**src/rtl/core/ablp_pkg.sv**
```systemverilog
package ablp_pkg;

    // Protocol constants
    localparam logic [7:0] MAGIC_BYTE   = 8'hAB;
    localparam logic [8:0] HDR_OVERHEAD = 9'd6;   // 4 byte header + 2 byte checksum
    localparam logic [1:0] POST_TRIES   = 2'd3;

    localparam int unsigned CFG_INDEX_W = 8;
    localparam int unsigned CFG_DATA_W  = 8;

    // Register indexes
    localparam logic [CFG_INDEX_W-1:0] REG_LINK_MODE   = 8'd0;
    localparam logic [CFG_INDEX_W-1:0] REG_MAX_PAYLOAD = 8'd1;

    localparam logic [7:0] MAX_PAYLOAD_RESET = 8'd60;

    typedef enum logic [1:0] {
        CMD_SEND = 2'd0,
        CMD_RX   = 2'd1,
        CMD_POST = 2'd2,
        CMD_TAKE = 2'd3
    } cmd_t;

    typedef enum logic [1:0] {
        MODE_OFF     = 2'd0,
        MODE_PASSIVE = 2'd1,
        MODE_ACTIVE  = 2'd2
    } mode_t;

    typedef enum logic [1:0] {
        WAKE_EVENT = 2'd0,
        WAKE_SHORT = 2'd1,
        WAKE_LONG  = 2'd2
    } wake_t;

    typedef enum logic [1:0] {
        ST_HANDLED  = 2'd0,
        ST_IGNORED  = 2'd1,
        ST_REJECTED = 2'd2
    } status_t;

    typedef struct packed {
        mode_t      link_mode;
        logic [7:0] max_payload;
    } cfg_t;

    typedef struct packed {
        cmd_t       cmd;
        logic       tx_room;
        logic [7:0] rx_magic;
        logic [7:0] rx_seq_sent;
        logic [7:0] rx_seq_wanted;
        logic [7:0] rx_payload_len;
        logic [8:0] rx_total_len;
        logic [7:0] post_len;
    } item_t;

    typedef struct packed {
        logic       tx_valid;
        logic [7:0] tx_seq_sent;
        logic [7:0] tx_seq_wanted;
        logic [7:0] tx_payload_len;
        logic [8:0] tx_total_len;
        wake_t      wake_code;
        logic       outgoing_done;
        logic       incoming_delivered;
        logic [7:0] incoming_len;
        status_t    status;
    } result_t;

endpackage

```
**src/rtl/core/ablp_ifs.sv**
```systemverilog
interface ablp_req_if;
    logic       valid;
    logic       ready;
    logic [1:0] cmd;
    logic       tx_room;
    logic [7:0] rx_magic;
    logic [7:0] rx_seq_sent;
    logic [7:0] rx_seq_wanted;
    logic [7:0] rx_payload_len;
    logic [8:0] rx_total_len;
    logic [7:0] post_len;

    modport source (
        output valid, cmd, tx_room, rx_magic, rx_seq_sent, rx_seq_wanted,
               rx_payload_len, rx_total_len, post_len,
        input  ready
    );
    modport sink (
        input  valid, cmd, tx_room, rx_magic, rx_seq_sent, rx_seq_wanted,
               rx_payload_len, rx_total_len, post_len,
        output ready
    );
endinterface

interface ablp_rsp_if;
    logic       valid;
    logic       ready;
    logic       tx_valid;
    logic [7:0] tx_seq_sent;
    logic [7:0] tx_seq_wanted;
    logic [7:0] tx_payload_len;
    logic [8:0] tx_total_len;
    logic [1:0] wake_code;
    logic       outgoing_done;
    logic       incoming_delivered;
    logic [7:0] incoming_len;
    logic [1:0] status;

    modport source (
        output valid, tx_valid, tx_seq_sent, tx_seq_wanted, tx_payload_len,
               tx_total_len, wake_code, outgoing_done, incoming_delivered,
               incoming_len, status,
        input  ready
    );
    modport sink (
        input  valid, tx_valid, tx_seq_sent, tx_seq_wanted, tx_payload_len,
               tx_total_len, wake_code, outgoing_done, incoming_delivered,
               incoming_len, status,
        output ready
    );
endinterface

interface ablp_cfg_if;
    logic       valid;
    logic       ready;
    logic [7:0] index;
    logic [7:0] data;

    modport source (
        output valid, index, data,
        input  ready
    );
    modport sink (
        input  valid, index, data,
        output ready
    );
endinterface

```
**src/rtl/core/alternating_bit_link_protocol.sv**
```systemverilog
// Alternating-bit link engine: control side of a sequence-numbered
// acknowledge protocol on a serial link.
//
// Channels (valid/ready, a word moves when both are high):
//   req - one event word: send opportunity, received header, host post
//         or host take, with the header fields and the post length.
//   rsp - one result word per event: header to transmit, wake code,
//         acknowledge / delivery flags, incoming length and status.
//   cfg - register writes (0 link_mode, 1 max_payload); always ready.
//         Write only while the engine is idle.
// Timing: an accepted event lands in the input register; the decision logic
// then runs against the protocol state and the result word is captured in
// the output register, from which it is offered on rsp. One event per cycle
// is sustained while rsp takes each word; the single input->output register
// pair per event sets that figure.
// Stall: if rsp is held off, the output register keeps its word, the input
// register holds one more event, then req.ready drops until rsp drains.
// Reset: state cleared, link_mode passive, max_payload 60, no words held.
module alternating_bit_link_protocol (
    input  logic      clk,
    input  logic      rst_n,
    ablp_cfg_if.sink  cfg,
    ablp_req_if.sink  req,
    ablp_rsp_if.source rsp
);
    import ablp_pkg::*;

    cfg_t    cfg_cur;
    item_t   item_in;
    item_t   item_reg;
    logic    item_valid_reg;
    result_t result;
    result_t rsp_reg;
    logic    rsp_valid_reg;
    logic    advance;
    logic    req_fire;

    // input side word
    assign item_in.cmd            = cmd_t'(req.cmd);
    assign item_in.tx_room        = req.tx_room;
    assign item_in.rx_magic       = req.rx_magic;
    assign item_in.rx_seq_sent    = req.rx_seq_sent;
    assign item_in.rx_seq_wanted  = req.rx_seq_wanted;
    assign item_in.rx_payload_len = req.rx_payload_len;
    assign item_in.rx_total_len   = req.rx_total_len;
    assign item_in.post_len       = req.post_len;

    // event moves into the output register when that register is empty or its word is being taken
    assign advance   = item_valid_reg && (!rsp_valid_reg || rsp.ready);
    assign req.ready = !item_valid_reg || advance;
    assign req_fire  = req.valid && req.ready;

    ablp_cfg_regs u_cfg (
        .clk     (clk),
        .rst_n   (rst_n),
        .cfg     (cfg),
        .cfg_out (cfg_cur)
    );

    ablp_engine u_engine (
        .clk     (clk),
        .rst_n   (rst_n),
        .advance (advance),
        .item    (item_reg),
        .cfg     (cfg_cur),
        .result  (result)
    );

    // control flags
    always_ff @(posedge clk or negedge rst_n)
    begin
        if (!rst_n)
        begin
            item_valid_reg <= 1'b0;
            rsp_valid_reg  <= 1'b0;
        end
        else
        begin
            if (req.ready)
                item_valid_reg <= req.valid;
            if (advance)
                rsp_valid_reg <= 1'b1;
            else if (rsp.ready)
                rsp_valid_reg <= 1'b0;
        end
    end

    // payload registers, no reset needed
    always_ff @(posedge clk)
    begin
        if (req_fire)
            item_reg <= item_in;
        if (advance)
            rsp_reg <= result;
    end

    assign rsp.valid              = rsp_valid_reg;
    assign rsp.tx_valid           = rsp_reg.tx_valid;
    assign rsp.tx_seq_sent        = rsp_reg.tx_seq_sent;
    assign rsp.tx_seq_wanted      = rsp_reg.tx_seq_wanted;
    assign rsp.tx_payload_len     = rsp_reg.tx_payload_len;
    assign rsp.tx_total_len       = rsp_reg.tx_total_len;
    assign rsp.wake_code          = rsp_reg.wake_code;
    assign rsp.outgoing_done      = rsp_reg.outgoing_done;
    assign rsp.incoming_delivered = rsp_reg.incoming_delivered;
    assign rsp.incoming_len       = rsp_reg.incoming_len;
    assign rsp.status             = rsp_reg.status;

endmodule

```
**src/rtl/core/ablp_cfg_regs.sv**
```systemverilog
module ablp_cfg_regs (
    input  logic          clk,
    input  logic          rst_n,
    ablp_cfg_if.sink      cfg,
    output ablp_pkg::cfg_t cfg_out
);
    import ablp_pkg::*;

    mode_t      link_mode_reg, link_mode_next;
    logic [7:0] max_payload_reg, max_payload_next;
    logic       wr_en;

    assign cfg.ready = 1'b1;
    assign wr_en     = cfg.valid;

    always_comb
    begin
        link_mode_next   = link_mode_reg;
        max_payload_next = max_payload_reg;
        if (wr_en)
        begin
            unique case (cfg.index)
                REG_LINK_MODE:
                begin
                    // code 3 is unused and folds to active
                    if (cfg.data[1:0] == 2'd3)
                        link_mode_next = MODE_ACTIVE;
                    else
                        link_mode_next = mode_t'(cfg.data[1:0]);
                end
                REG_MAX_PAYLOAD:
                    max_payload_next = cfg.data;
                default:
                    ;
            endcase
        end
    end

    always_ff @(posedge clk or negedge rst_n)
    begin
        if (!rst_n)
        begin
            link_mode_reg   <= MODE_PASSIVE;
            max_payload_reg <= MAX_PAYLOAD_RESET;
        end
        else
        begin
            link_mode_reg   <= link_mode_next;
            max_payload_reg <= max_payload_next;
        end
    end

    assign cfg_out.link_mode   = link_mode_reg;
    assign cfg_out.max_payload = max_payload_reg;

endmodule

```
**src/rtl/core/ablp_engine.sv**
```systemverilog
module ablp_engine (
    input  logic             clk,
    input  logic             rst_n,
    input  logic             advance,
    input  ablp_pkg::item_t  item,
    input  ablp_pkg::cfg_t   cfg,
    output ablp_pkg::result_t result
);
    import ablp_pkg::*;

    logic [7:0] seq_current_reg, seq_current_next;
    logic [7:0] seq_expected_reg, seq_expected_next;
    logic [1:0] retries_left_reg, retries_left_next;
    logic       outgoing_held_reg, outgoing_held_next;
    logic [7:0] outgoing_len_reg, outgoing_len_next;
    logic       incoming_held_reg, incoming_held_next;
    logic [7:0] incoming_len_held_reg, incoming_len_held_next;

    logic       attempt;
    logic [7:0] send_len;
    logic [1:0] retries_dec;
    logic [8:0] rx_room;
    logic [1:0] rl;

    always_comb
    begin
        seq_current_next       = seq_current_reg;
        seq_expected_next      = seq_expected_reg;
        retries_left_next      = retries_left_reg;
        outgoing_held_next     = outgoing_held_reg;
        outgoing_len_next      = outgoing_len_reg;
        incoming_held_next     = incoming_held_reg;
        incoming_len_held_next = incoming_len_held_reg;
        result                 = '0;
        result.wake_code       = WAKE_EVENT;
        result.status          = ST_HANDLED;

        attempt     = 1'b0;
        send_len    = 8'd0;
        retries_dec = retries_left_reg - 2'd1;
        rx_room     = item.rx_total_len - HDR_OVERHEAD;
        rl          = retries_left_reg;

        unique case (item.cmd)
            CMD_SEND:
            begin
                case (cfg.link_mode)
                    MODE_PASSIVE: attempt = (retries_left_reg != 2'd0);
                    MODE_ACTIVE:  attempt = 1'b1;
                    default:      attempt = 1'b0;
                endcase
                if (outgoing_held_reg)
                    send_len = (outgoing_len_reg > cfg.max_payload) ?
                               cfg.max_payload : outgoing_len_reg;
                if (attempt)
                begin
                    if (item.tx_room)
                    begin
                        result.tx_valid       = 1'b1;
                        result.tx_seq_sent    = seq_current_reg;
                        result.tx_seq_wanted  = seq_expected_reg;
                        result.tx_payload_len = send_len;
                        // pad to even length
                        result.tx_total_len   = {1'b0, send_len} + HDR_OVERHEAD
                                                + {8'd0, send_len[0]};
                    end
                    if (cfg.link_mode == MODE_PASSIVE)
                    begin
                        if (item.tx_room)
                        begin
                            retries_left_next = retries_dec;
                            result.wake_code  = (retries_dec != 2'd0) ?
                                                WAKE_LONG : WAKE_EVENT;
                        end
                        else
                            result.wake_code = WAKE_SHORT;
                    end
                    else
                    begin
                        result.wake_code = item.tx_room ? WAKE_LONG : WAKE_SHORT;
                        if (retries_left_reg != 2'd0)
                            retries_left_next = retries_dec;
                    end
                end
            end
            CMD_RX:
            begin
                if (item.rx_magic != MAGIC_BYTE)
                    result.status = ST_IGNORED;
                else
                begin
                    if (outgoing_held_reg)
                    begin
                        if (item.rx_seq_wanted != seq_current_reg)
                        begin
                            // partner moved on: outgoing message acknowledged
                            outgoing_held_next   = 1'b0;
                            rl                   = 2'd0;
                            result.outgoing_done = 1'b1;
                            seq_current_next     = item.rx_seq_wanted;
                        end
                        else if (rl == 2'd0)
                            rl = 2'd1;
                    end
                    else
                        seq_current_next = item.rx_seq_wanted;

                    if (item.rx_total_len > HDR_OVERHEAD)
                    begin
                        if (rl == 2'd0)
                            rl = 2'd1;
                        if (item.rx_seq_sent == seq_expected_reg &&
                            item.rx_payload_len != 8'd0 &&
                            {1'b0, item.rx_payload_len} <= rx_room)
                        begin
                            incoming_held_next        = 1'b1;
                            incoming_len_held_next    = item.rx_payload_len;
                            seq_expected_next         = seq_expected_reg + 8'd1;
                            result.incoming_delivered = 1'b1;
                            result.incoming_len       = item.rx_payload_len;
                        end
                    end
                    retries_left_next = rl;
                end
            end
            CMD_POST:
            begin
                if (outgoing_held_reg || cfg.link_mode == MODE_OFF)
                    result.status = ST_REJECTED;
                else
                begin
                    outgoing_held_next = 1'b1;
                    outgoing_len_next  = item.post_len;
                    retries_left_next  = POST_TRIES;
                end
            end
            CMD_TAKE:
            begin
                if (!incoming_held_reg)
                    result.status = ST_REJECTED;
                else
                begin
                    incoming_held_next  = 1'b0;
                    result.incoming_len = incoming_len_held_reg;
                end
            end
            default:
                ;
        endcase
    end

    always_ff @(posedge clk or negedge rst_n)
    begin
        if (!rst_n)
        begin
            seq_current_reg       <= 8'd0;
            seq_expected_reg      <= 8'd0;
            retries_left_reg      <= 2'd0;
            outgoing_held_reg     <= 1'b0;
            outgoing_len_reg      <= 8'd0;
            incoming_held_reg     <= 1'b0;
            incoming_len_held_reg <= 8'd0;
        end
        else if (advance)
        begin
            seq_current_reg       <= seq_current_next;
            seq_expected_reg      <= seq_expected_next;
            retries_left_reg      <= retries_left_next;
            outgoing_held_reg     <= outgoing_held_next;
            outgoing_len_reg      <= outgoing_len_next;
            incoming_held_reg     <= incoming_held_next;
            incoming_len_held_reg <= incoming_len_held_next;
        end
    end

endmodule
```
**src/flat_wrapper.sv**
```systemverilog
// flat-port wrapper written by rule: the top's interface ports become plain ports
module alternating_bit_link_protocol_flat import ablp_pkg::*;
  (clk, rst_n, cfg_valid, cfg_index, cfg_data, cfg_ready, req_valid, req_cmd, req_tx_room, req_rx_magic, req_rx_seq_sent, req_rx_seq_wanted, req_rx_payload_len, req_rx_total_len, req_post_len, req_ready, rsp_valid, rsp_tx_valid, rsp_tx_seq_sent, rsp_tx_seq_wanted, rsp_tx_payload_len, rsp_tx_total_len, rsp_wake_code, rsp_outgoing_done, rsp_incoming_delivered, rsp_incoming_len, rsp_status, rsp_ready);
  ablp_cfg_if cfg_i ();
  ablp_req_if req_i ();
  ablp_rsp_if rsp_i ();
  input  logic clk;
  input  logic rst_n;
  input wire logic [$bits(cfg_i.valid)-1:0] cfg_valid;
  input wire logic [$bits(cfg_i.index)-1:0] cfg_index;
  input wire logic [$bits(cfg_i.data)-1:0] cfg_data;
  output wire logic [$bits(cfg_i.ready)-1:0] cfg_ready;
  input wire logic [$bits(req_i.valid)-1:0] req_valid;
  input wire logic [$bits(req_i.cmd)-1:0] req_cmd;
  input wire logic [$bits(req_i.tx_room)-1:0] req_tx_room;
  input wire logic [$bits(req_i.rx_magic)-1:0] req_rx_magic;
  input wire logic [$bits(req_i.rx_seq_sent)-1:0] req_rx_seq_sent;
  input wire logic [$bits(req_i.rx_seq_wanted)-1:0] req_rx_seq_wanted;
  input wire logic [$bits(req_i.rx_payload_len)-1:0] req_rx_payload_len;
  input wire logic [$bits(req_i.rx_total_len)-1:0] req_rx_total_len;
  input wire logic [$bits(req_i.post_len)-1:0] req_post_len;
  output wire logic [$bits(req_i.ready)-1:0] req_ready;
  output wire logic [$bits(rsp_i.valid)-1:0] rsp_valid;
  output wire logic [$bits(rsp_i.tx_valid)-1:0] rsp_tx_valid;
  output wire logic [$bits(rsp_i.tx_seq_sent)-1:0] rsp_tx_seq_sent;
  output wire logic [$bits(rsp_i.tx_seq_wanted)-1:0] rsp_tx_seq_wanted;
  output wire logic [$bits(rsp_i.tx_payload_len)-1:0] rsp_tx_payload_len;
  output wire logic [$bits(rsp_i.tx_total_len)-1:0] rsp_tx_total_len;
  output wire logic [$bits(rsp_i.wake_code)-1:0] rsp_wake_code;
  output wire logic [$bits(rsp_i.outgoing_done)-1:0] rsp_outgoing_done;
  output wire logic [$bits(rsp_i.incoming_delivered)-1:0] rsp_incoming_delivered;
  output wire logic [$bits(rsp_i.incoming_len)-1:0] rsp_incoming_len;
  output wire logic [$bits(rsp_i.status)-1:0] rsp_status;
  input wire logic [$bits(rsp_i.ready)-1:0] rsp_ready;
  assign cfg_i.valid = cfg_valid;
  assign cfg_i.index = cfg_index;
  assign cfg_i.data = cfg_data;
  assign cfg_ready = cfg_i.ready;
  assign req_i.valid = req_valid;
  assign req_i.cmd = req_cmd;
  assign req_i.tx_room = req_tx_room;
  assign req_i.rx_magic = req_rx_magic;
  assign req_i.rx_seq_sent = req_rx_seq_sent;
  assign req_i.rx_seq_wanted = req_rx_seq_wanted;
  assign req_i.rx_payload_len = req_rx_payload_len;
  assign req_i.rx_total_len = req_rx_total_len;
  assign req_i.post_len = req_post_len;
  assign req_ready = req_i.ready;
  assign rsp_valid = rsp_i.valid;
  assign rsp_tx_valid = rsp_i.tx_valid;
  assign rsp_tx_seq_sent = rsp_i.tx_seq_sent;
  assign rsp_tx_seq_wanted = rsp_i.tx_seq_wanted;
  assign rsp_tx_payload_len = rsp_i.tx_payload_len;
  assign rsp_tx_total_len = rsp_i.tx_total_len;
  assign rsp_wake_code = rsp_i.wake_code;
  assign rsp_outgoing_done = rsp_i.outgoing_done;
  assign rsp_incoming_delivered = rsp_i.incoming_delivered;
  assign rsp_incoming_len = rsp_i.incoming_len;
  assign rsp_status = rsp_i.status;
  assign rsp_i.ready = rsp_ready;
  alternating_bit_link_protocol u_core (.clk(clk), .rst_n(rst_n), .cfg(cfg_i), .req(req_i), .rsp(rsp_i));
endmodule
```
**config.mk**
```make
export PLATFORM = sky130hd
export DESIGN_NAME = alternating_bit_link_protocol_flat
export DESIGN_NICKNAME = d
export VERILOG_FILES = /design/src/rtl/core/ablp_pkg.sv /design/src/rtl/core/ablp_ifs.sv /design/src/rtl/core/alternating_bit_link_protocol.sv /design/src/rtl/core/ablp_cfg_regs.sv /design/src/rtl/core/ablp_engine.sv /design/src/flat_wrapper.sv
export SDC_FILE = /design/constraint.sdc
export NUM_CORES = 1
export LEC_CHECK = 0
export ABC_AREA = 1
export BUFFER_PORTS_ARGS = -buffer_cell sky130_fd_sc_hd__clkbuf_2
export CORE_ASPECT_RATIO = 0.8
export CORE_UTILIZATION = 25
export CTS_CLUSTER_SIZE = 16
export DETAILED_ROUTE_END_ITERATION = 16
export SLEW_MARGIN = 20
export SYNTH_ARGS = -nofsm -noshare
export SYNTH_HDL_FRONTEND = slang
export SYNTH_SLANG_ARGS = --single-unit
export TNS_END_PERCENT = 20
```
**constraint.sdc**
```tcl
create_clock -name clk -period 3.84 [get_ports clk]
set_clock_uncertainty 0.1 [all_clocks]
set_input_delay 0 -clock clk [delete_from_list [all_inputs] [get_ports clk]]
set_output_delay 0 -clock clk [all_outputs]
set_load 0.005 [all_outputs]
```
==> metrics.yaml, run 1 <==
status:
  outcome: "finished, final reports clean"
critical_path:
  cp_data_required_time_ns: 4.08
  path_cells: "nand2_1 -> inv_1 -> nor2_1 -> nand2_1 -> nor2_1 -> xor2_1 -> ha_1 -> nand2_1 -> inv_1 -> nand4_1 -> o21ai_1 -> a21oi_1 -> nand2_2 -> nand2_4 -> nor2_8 -> inv_4 -> nand2_1 -> o21ai_2"
  cp_num_buf_inv: 3
  cpLargestDelayFamily: "simple AND/OR/NAND/NOR gates"
  cpMaxStageDelayCell: "edfxtp_1"
  worstPathMaxFanout: 20
  critPathMaxStageDelay_ns: 0.42
  cp.arrival_ns: 3.11
  path_class: "reg2reg"
  crit_path_end_kind: "register"
  cp_common_cell: "nand2_1"
  crit_path_start_kind: "register"
synth:
  syn_avg_cell_area_um2: 10.69
  muxShareOfSynthArea_pct: 0.9934
  synthAdderAreaFrac_pct: 5.703
  synth_cell_types: 44
  synth-edff-count: 99
  ys_seq_area_share_pct: 61.46
  yosys.area_share.simple_pct: 16.92
  synth-compound-area-share_pct: 5.997
  syn_inst: 636
  synthTopCellsByArea: "edfxtp_1 44%, dfrtp_1 16%, nand2_1 6.3%, ha_1 5.7%, inv_1 4.9%"
  async_reset_ff_share_pct: 32.65
  yosys_register_bits: 147
  ys.warnings.count: 0
  syn_area_mm2: 0.006802
  yosys.area_share.xor_xnor_pct: 2.962
  syn_nets: 740
  yosys.area.top_type: "edfxtp_1"
  synth_top_area_share_pct: 43.71
  synth_top_family_by_area: "simple AND/OR/NAND/NOR gates"
  synth_ff_type: "edfxtp_1"
drt:
  wire_per_inst_um: 13.43
  route.vias.total: 4928
  routed_via_density: 4.066
  drc: 0
  dr.first_iter.drc_count: 263
  dr.pass1.iters: 4
  wirelength_um: 16280
  postRouteAntennaNets: 0
global_route:
  antenna_found_initial: 0
  grtUsageTotal_pct: 12.39
  grt_pass1_vias: 5083
  grt.overflow.total: 0
  grt_pass1_wl_um: 26300
  grt_start_max_net_pins: 37
placement:
  dpl.cell_count: 1109
  gp_congestion: 0.8094
  dp_hpwl_um: 11400
  io_buffers: 121
cts:
  post_cts_buffers: 0
  cts_made_buffers: 17
  max-clock-path-buffers: 2
  clkTransAtPathRegs_ns: 0.06
  h-tree-depth: 4
  root_buffer: "clkbuf_16"
  cts_sinks: 147
  cts_tree: "yes"
  clk_latency_ns: 0.42
cells_and_area:
  finalNonFillerCells: 1212
  areaGrowthSynthToFinish_pct: 34.00
  nets: 946
  largest_reg_flops: 52
  multi_input_area_mm2: 0.002223
  final_cell_mix: "121 x clkbuf_2, 115 x nand2_1, 99 x edfxtp_1"
  mostFrequentLayoutCell: "clkbuf_2"
  seqCellArea_mm2: 0.004180
  final_layout_size_suffix_gt1_share_pct: 23.27
  antennaDiodeCount: 0
  postLayoutCoreUtil_pct: 34.36
  num-fill-cells: 2719
power:
  p_leak_uw: 0.004043
  fin_total_pwr_uw: 4460
  irDropWorstVdd_mv: 0.3488
  power_density_mw_per_mm2: 489.3
sta:
  slew_violations: 0
  report.final.hold_viol_count: 0
  period_share_pct: 74.73
  tightest_slew_ns: 0.8433
  fin_crit_ns: 2.870
  tns_ns: 0
  slew-limit-headroom_pct: 43.62
  rsz0062_at_grt: "no"
  hold_slack_ns: 0.09518
  finalSetupViolations: 0
  fmax_mhz: 348.5
floorplanning:
  rows: 53
  start_util_pct: 25.64
  core_area_mm2: 0.02653
  ios: 124
  die_area_mm2: 0.02787
  fp.dieH_um: 149.5
  die_x_um: 186.4
flow_run:
  maxCapViolations: 0
worst_hold_path:
  hold_path_class: "in2async"
-- metrics by stage --
stage / cell area (um2) / worst slack (ns)
after floorplan: 6802 / 1.120
final: 9114 / 0.9702
after global placement: 7826 / 1.080
after global routing: 9114 / 0.6597
after detailed placement: 7826 / 0.9837
after CTS: 9114 / 0.9466
-- cells in the mapped netlist (6+ instances only) --
cell type and count:
nand2_1 115, edfxtp_1 99, inv_1 88, nor2_1 75, dfrtp_1 43, a21oi_1 32, ha_1 31, nand3_1 28
o21ai_0 19, xnor2_1 13, nand4_1 11, xor2_1 10, o21ai_2 9, mux2_2 6
-- worst reg2reg max path, stage by stage (launching register included) --
cell and delay, ns:
edfxtp_1 0.42, nand2_1 0.08, inv_1 0.05, nor2_1 0.18
nand2_1 0.11, nor2_1 0.14, xor2_1 0.19, ha_1 0.27
nand2_1 0.06, inv_1 0.04, nand4_1 0.07, o21ai_1 0.06
a21oi_1 0.19, nand2_2 0.16, nand2_4 0.17, nor2_8 0.07
inv_4 0.23, nand2_1 0.12, o21ai_2 0.07
-- layer usage --
metal	track usage (%)	part of all wire, %	vias up
li1	-	-	2517
met1	15.74	48	2289
met2	20.93	47	116
met3	3.213	4.1	6
met4	3.223	0.42	0
met5	0	0	-
-- final cells by class --
class                   instances  area share (%)
clock inverters                14           1.510
repair buffers                196           14.77
inverters                      90           3.734
clock buffers                  18           4.819
flip-flops and latches        147           45.87
well taps                     357           4.901
multi-input cells             390           24.40
-- power breakdown --
| group | total (uW) | switching, uW | internal, uW |
|---|---|---|---|
| Sequential | 2010 | 102 | 1900 |
| Combinational | 824 | 500 | 324 |
| Clock | 1630 | 662 | 969 |
-- path summary, 6_finish.rpt --
kind                                                                      start                                                    to  slack [ns]  depth (start not counted)
setup reg to reg                                   u_core.item_reg[9]$_DFFE_PP_  u_core.u_engine.incoming_len_held_reg[7]$_DFFE_PN0P_        0.97                         18
min in group clk                                                req_rx_magic[4]                         u_core.item_reg[45]$_DFFE_PP_        0.19                          2
hold reg to reg            u_core.u_engine.incoming_len_held_reg[1]$_DFFE_PN0P_  u_core.u_engine.incoming_len_held_reg[1]$_DFFE_PN0P_        0.39                          2
max in group asynchronous                                                 rst_n           u_core.u_cfg.max_payload_reg[0]$_DFFE_PN0P_        2.71                          3
setup / recovery                                   u_core.item_reg[9]$_DFFE_PP_  u_core.u_engine.incoming_len_held_reg[7]$_DFFE_PN0P_        0.97                         18
hold / removal                                                            rst_n           u_core.u_cfg.max_payload_reg[5]$_DFFE_PN1P_         0.1                          2
-- kinds of logic (layout without fill, tap and decap cells) --
group	count (synthesis)	in the layout
AND/OR/NAND/NOR	258	258
flip-flops	147	147
buffers and inverters	99	318
AO/OA/AOI/OAI	70	70
adder cells (fa/ha/maj)	31	31
XOR/XNOR	23	23
multiplexers	6	6
other	2	2
-- timing repair --
item | 4_1_cts | 5_1_grt
resized for setup | 0 | 0
hold endpoints to repair | 112 | 0
hold buffers | 71 | 0
Power figures use the tool's default switching activity.
==> run 2: changes to the inputs <==
==> constraint.sdc (replaced) <==
create_clock -name clk -period 2.7 [get_ports clk]
set_clock_uncertainty 0.1 [all_clocks]
set_input_delay 0 -clock clk [delete_from_list [all_inputs] [get_ports clk]]
set_output_delay 0 -clock clk [all_outputs]
set_load 0.005 [all_outputs]
==> run 2 against run 1 <==
Compared with the run above:
- die area is the same
- routed wire length shrank 0.11%
- global-route usage shrank 0.34 points
- fmax grew 13%
- hold slack gained 0.027 ns
- non-clock buffer count grew 16
- highest routed layer unchanged
==> metrics.yaml, run 2 (synthesis results as in run 1) <==
status:
  outcome: "finished, final reports clean"
sta:
  rsz0062_at_grt: "yes"
  fin_crit_ns: 2.549  # -0.3213 ns
  period_share_pct: 94.39  # +20 points
  tightest_slew_ns: 0.8556  # +0.01230 ns
  fmax_mhz: 392.4  # +13%
  slew-limit-headroom_pct: 42.96  # -0.66 points
  slew_violations: 0  # unchanged
  finalSetupViolations: 0  # unchanged
  layout_setup_ws_ns: 0.1515  # -0.8187 ns
  report.final.hold_viol_count: 0  # unchanged
drt:
  dr.first_iter.drc_count: 211  # -20%
  postRouteAntennaNets: 0  # unchanged
  wirelength_um: 16260  # -0.11%
  drc: 0  # unchanged
  wire_per_inst_um: 13.22  # -1.6%
  dr.pass1.iters: 4  # unchanged
  route.vias.total: 5037  # +2.2%
  routed_via_density: 4.095  # +0.72%
floorplanning:
  start_util_pct: 25.64  # unchanged
  die_x_um: 186.4  # unchanged
  die_area_mm2: 0.02787  # unchanged
  core_area_mm2: 0.02653  # unchanged
  rows: 53  # unchanged
  fp.dieH_um: 149.5  # unchanged
  ios: 124  # unchanged
placement:
  dp_hpwl_um: 11400  # about the same
  gp_congestion: 0.8140  # +0.57%
  io_buffers: 121  # unchanged
  post-place-ws_ns: 0.07138  # -0.9123 ns
flow_run:
  maxCapViolations: 0  # unchanged
power:
  switching_share_pct: 30.17  # +1.8 points
  internal_power_uw: 4404  # +38%
  p_leak_uw: 0.004121  # +1.9%
  power_density_mw_per_mm2: 675.3  # +38%
  switchingPower_uw: 1902  # +51%
  power_frac_comb_pct: 19.6  # +1.1 points
  clkPwrFrac_pct: 35.2  # -1.4 points
  pwr-share-seq_pct: 45.2  # +0.2 points
  irDropWorstVdd_mv: 0.4543  # +30%
global_route:
  antenna_found_initial: 0  # unchanged
  grt_pass1_wl_um: 25750  # -2.1%
  grt_start_max_net_pins: 29  # -22%
  grt.overflow.total: 0  # unchanged
  grt_pass1_vias: 5042  # -0.81%
  grtUsageTotal_pct: 12.05  # -0.34 points
critical_path:
  crit_path_start_kind: "register"
  cp.arrival_ns: 2.76  # -0.35 ns
  cp_data_required_time_ns: 2.92  # -1.16 ns
  r2r_slack_ns: 0.15  # -0.82 ns
  r2r-end: "u_core.u_engine.incoming_len_held_reg[6]$_DFFE_PN0P_"
  path_class: "reg2reg"
  reg2reg_from: "u_core.item_reg[9]$_DFFE_PP_"
  worstPathMaxFanout: 5  # -75%
  crit_path_end_kind: "register"
  reg2reg_depth: 21  # +3
cts:
  max-clock-path-buffers: 2  # unchanged
  clkTransAtPathRegs_ns: 0.07  # about the same
  h-tree-depth: 4  # unchanged
  cts_tree: "yes"
  clk_latency_ns: 0.42  # about the same
  root_buffer: "clkbuf_16"
  cts_sinks: 147  # unchanged
  cts_made_buffers: 17  # unchanged
cells_and_area:
  final_layout_size_suffix_gt1_share_pct: 27.15  # +3.9 points
  final_cell_mix: "121 x clkbuf_2, 108 x nand2_1, 99 x edfxtp_1"
  antennaDiodeCount: 0  # unchanged
  areaGrowthSynthToFinish_pct: 37.31
  largest_reg_flops: 52  # unchanged
  nets: 964  # +1.9%
  postLayoutCoreUtil_pct: 35.21  # +0.85 points
  mostFrequentLayoutCell: "clkbuf_2"
worst_hold_path:
  hold_path_class: "in2async"
run 2: cell types whose count changed in the layout (fill, tap and decap cells not counted), sizes merged, moves of 2 or more:
| cell | delta |
|---|---|
| buf | +17 |
| bufinv | -2 |
| clkinv | -7 |
| clkinvlp | +6 |
| dlygate4sd3 | -2 |
| inv | +6 |
run 2: what timing repair did:
| action | in CTS | in global routing |
|---|---|---|
| hold endpoints to repair | 90 | 0 |
| resized for setup | 0 | 24 |
| setup buffers | 0 | 9 |
| endpoints found under the setup margin | 0 | 21 |
| hold buffers | 70 | 0 |
run 2: worst max-delay path, cell delays in order, from the launching register on:
cell and delay [ns]:
edfxtp_1 0.42, nand2_1 0.10, inv_2 0.05, nor2_4 0.12, buf_6 0.11, xor2_2 0.13
ha_1 0.27, nand2_2 0.08, nor2_2 0.05, nand2_1 0.06, nand3_2 0.07, nand2_1 0.06
nand2_1 0.05, nand2_1 0.05, nand2_1 0.06, nand2_2 0.08, nand2_4 0.08, nor2_8 0.18
buf_4 0.15, inv_6 0.04, nand2_1 0.06, o21ai_2 0.05
run 2: how the worst max path moves through the flow:
| stage | from | end | slack, ns | cells after the start |
|---|---|---|---|---|
| 5_1_grt | u_core.item_reg[9]$_DFFE_PP_ | u_core.u_engine.incoming_len_held_reg[4]$_DFFE_PN0P_ | -0.03 | 20 |
| 3_5_place_dp | u_core.item_reg[9]$_DFFE_PP_ | u_core.u_engine.incoming_len_held_reg[2]$_DFFE_PN0P_ | 0.07 | 14 |
| 4_1_cts | cfg_valid | u_core.u_cfg.link_mode_reg[0]$_DFFE_PN1P_ | 0.04 | 9 |
| 6_report | u_core.item_reg[9]$_DFFE_PP_ | u_core.u_engine.incoming_len_held_reg[6]$_DFFE_PN0P_ | 0.15 | 21 |
| 3_3_place_gp | u_core.item_reg[9]$_DFFE_PP_ | u_core.u_engine.incoming_len_held_reg[1]$_DFFE_PN0P_ | 0.15 | 15 |
| 2_1_floorplan | u_core.rsp.valid$_DFFE_PN0P_ | u_core.u_engine.seq_current_reg[0]$_DFFE_PN0P_ | 0.22 | 6 |
run 2: area by class of cell:
type	instances	area (um2)
well taps	357	446.7
clock buffers	17	425.4
inverters	90	354.1
repair buffers	212	1508
flip-flops and latches	147	4180
clock inverters	15	122.6
repair inverters	2	17.52
multi-input cells	390	2285
fillers	2667	17190
run 2: through the flow:
| stage | hold slack, ns | cells | cell area [um2] | TNS, ns | power (uW) |
|---|---|---|---|---|---|
| 2_1_floorplan | -0.3956 | 636 | 6805 | 0 | 3575 |
| 3_3_place_gp | 0.02955 | 1117 | 7903 | 0 | 4016 |
| 3_5_place_dp | 0.03401 | 1117 | 7903 | 0 | 4041 |
| 4_1_cts | 0.1224 | 1219 | 9151 | 0 | 6335 |
| 5_1_grt | 0.1712 | 1230 | 9339 | -0.2014 | 6656 |
| 6_report | 0.1221 | 1230 | 9339 | 0 | 6307 |
run 2: power by group through the flow:
stage / combinational (uW) / sequential (uW) / clock (uW)
6_report: 1240 / 2850 / 2220
5_1_grt: 1420 / 2880 / 2360
4_1_cts: 1230 / 2850 / 2250
3_5_place_dp: 1140 / 2900 / 0
3_3_place_gp: 1120 / 2890 / 0
2_1_floorplan: 721 / 2850 / 0
run 2: per-layer routing:
layer	vias up	global-route usage (%)	wire [um]
met4	0	3.512	150
met3	17	3.119	720
met1	2341	15.38	7753
li1	2559	-	-
met5	-	0	0
met2	120	20.09	7637
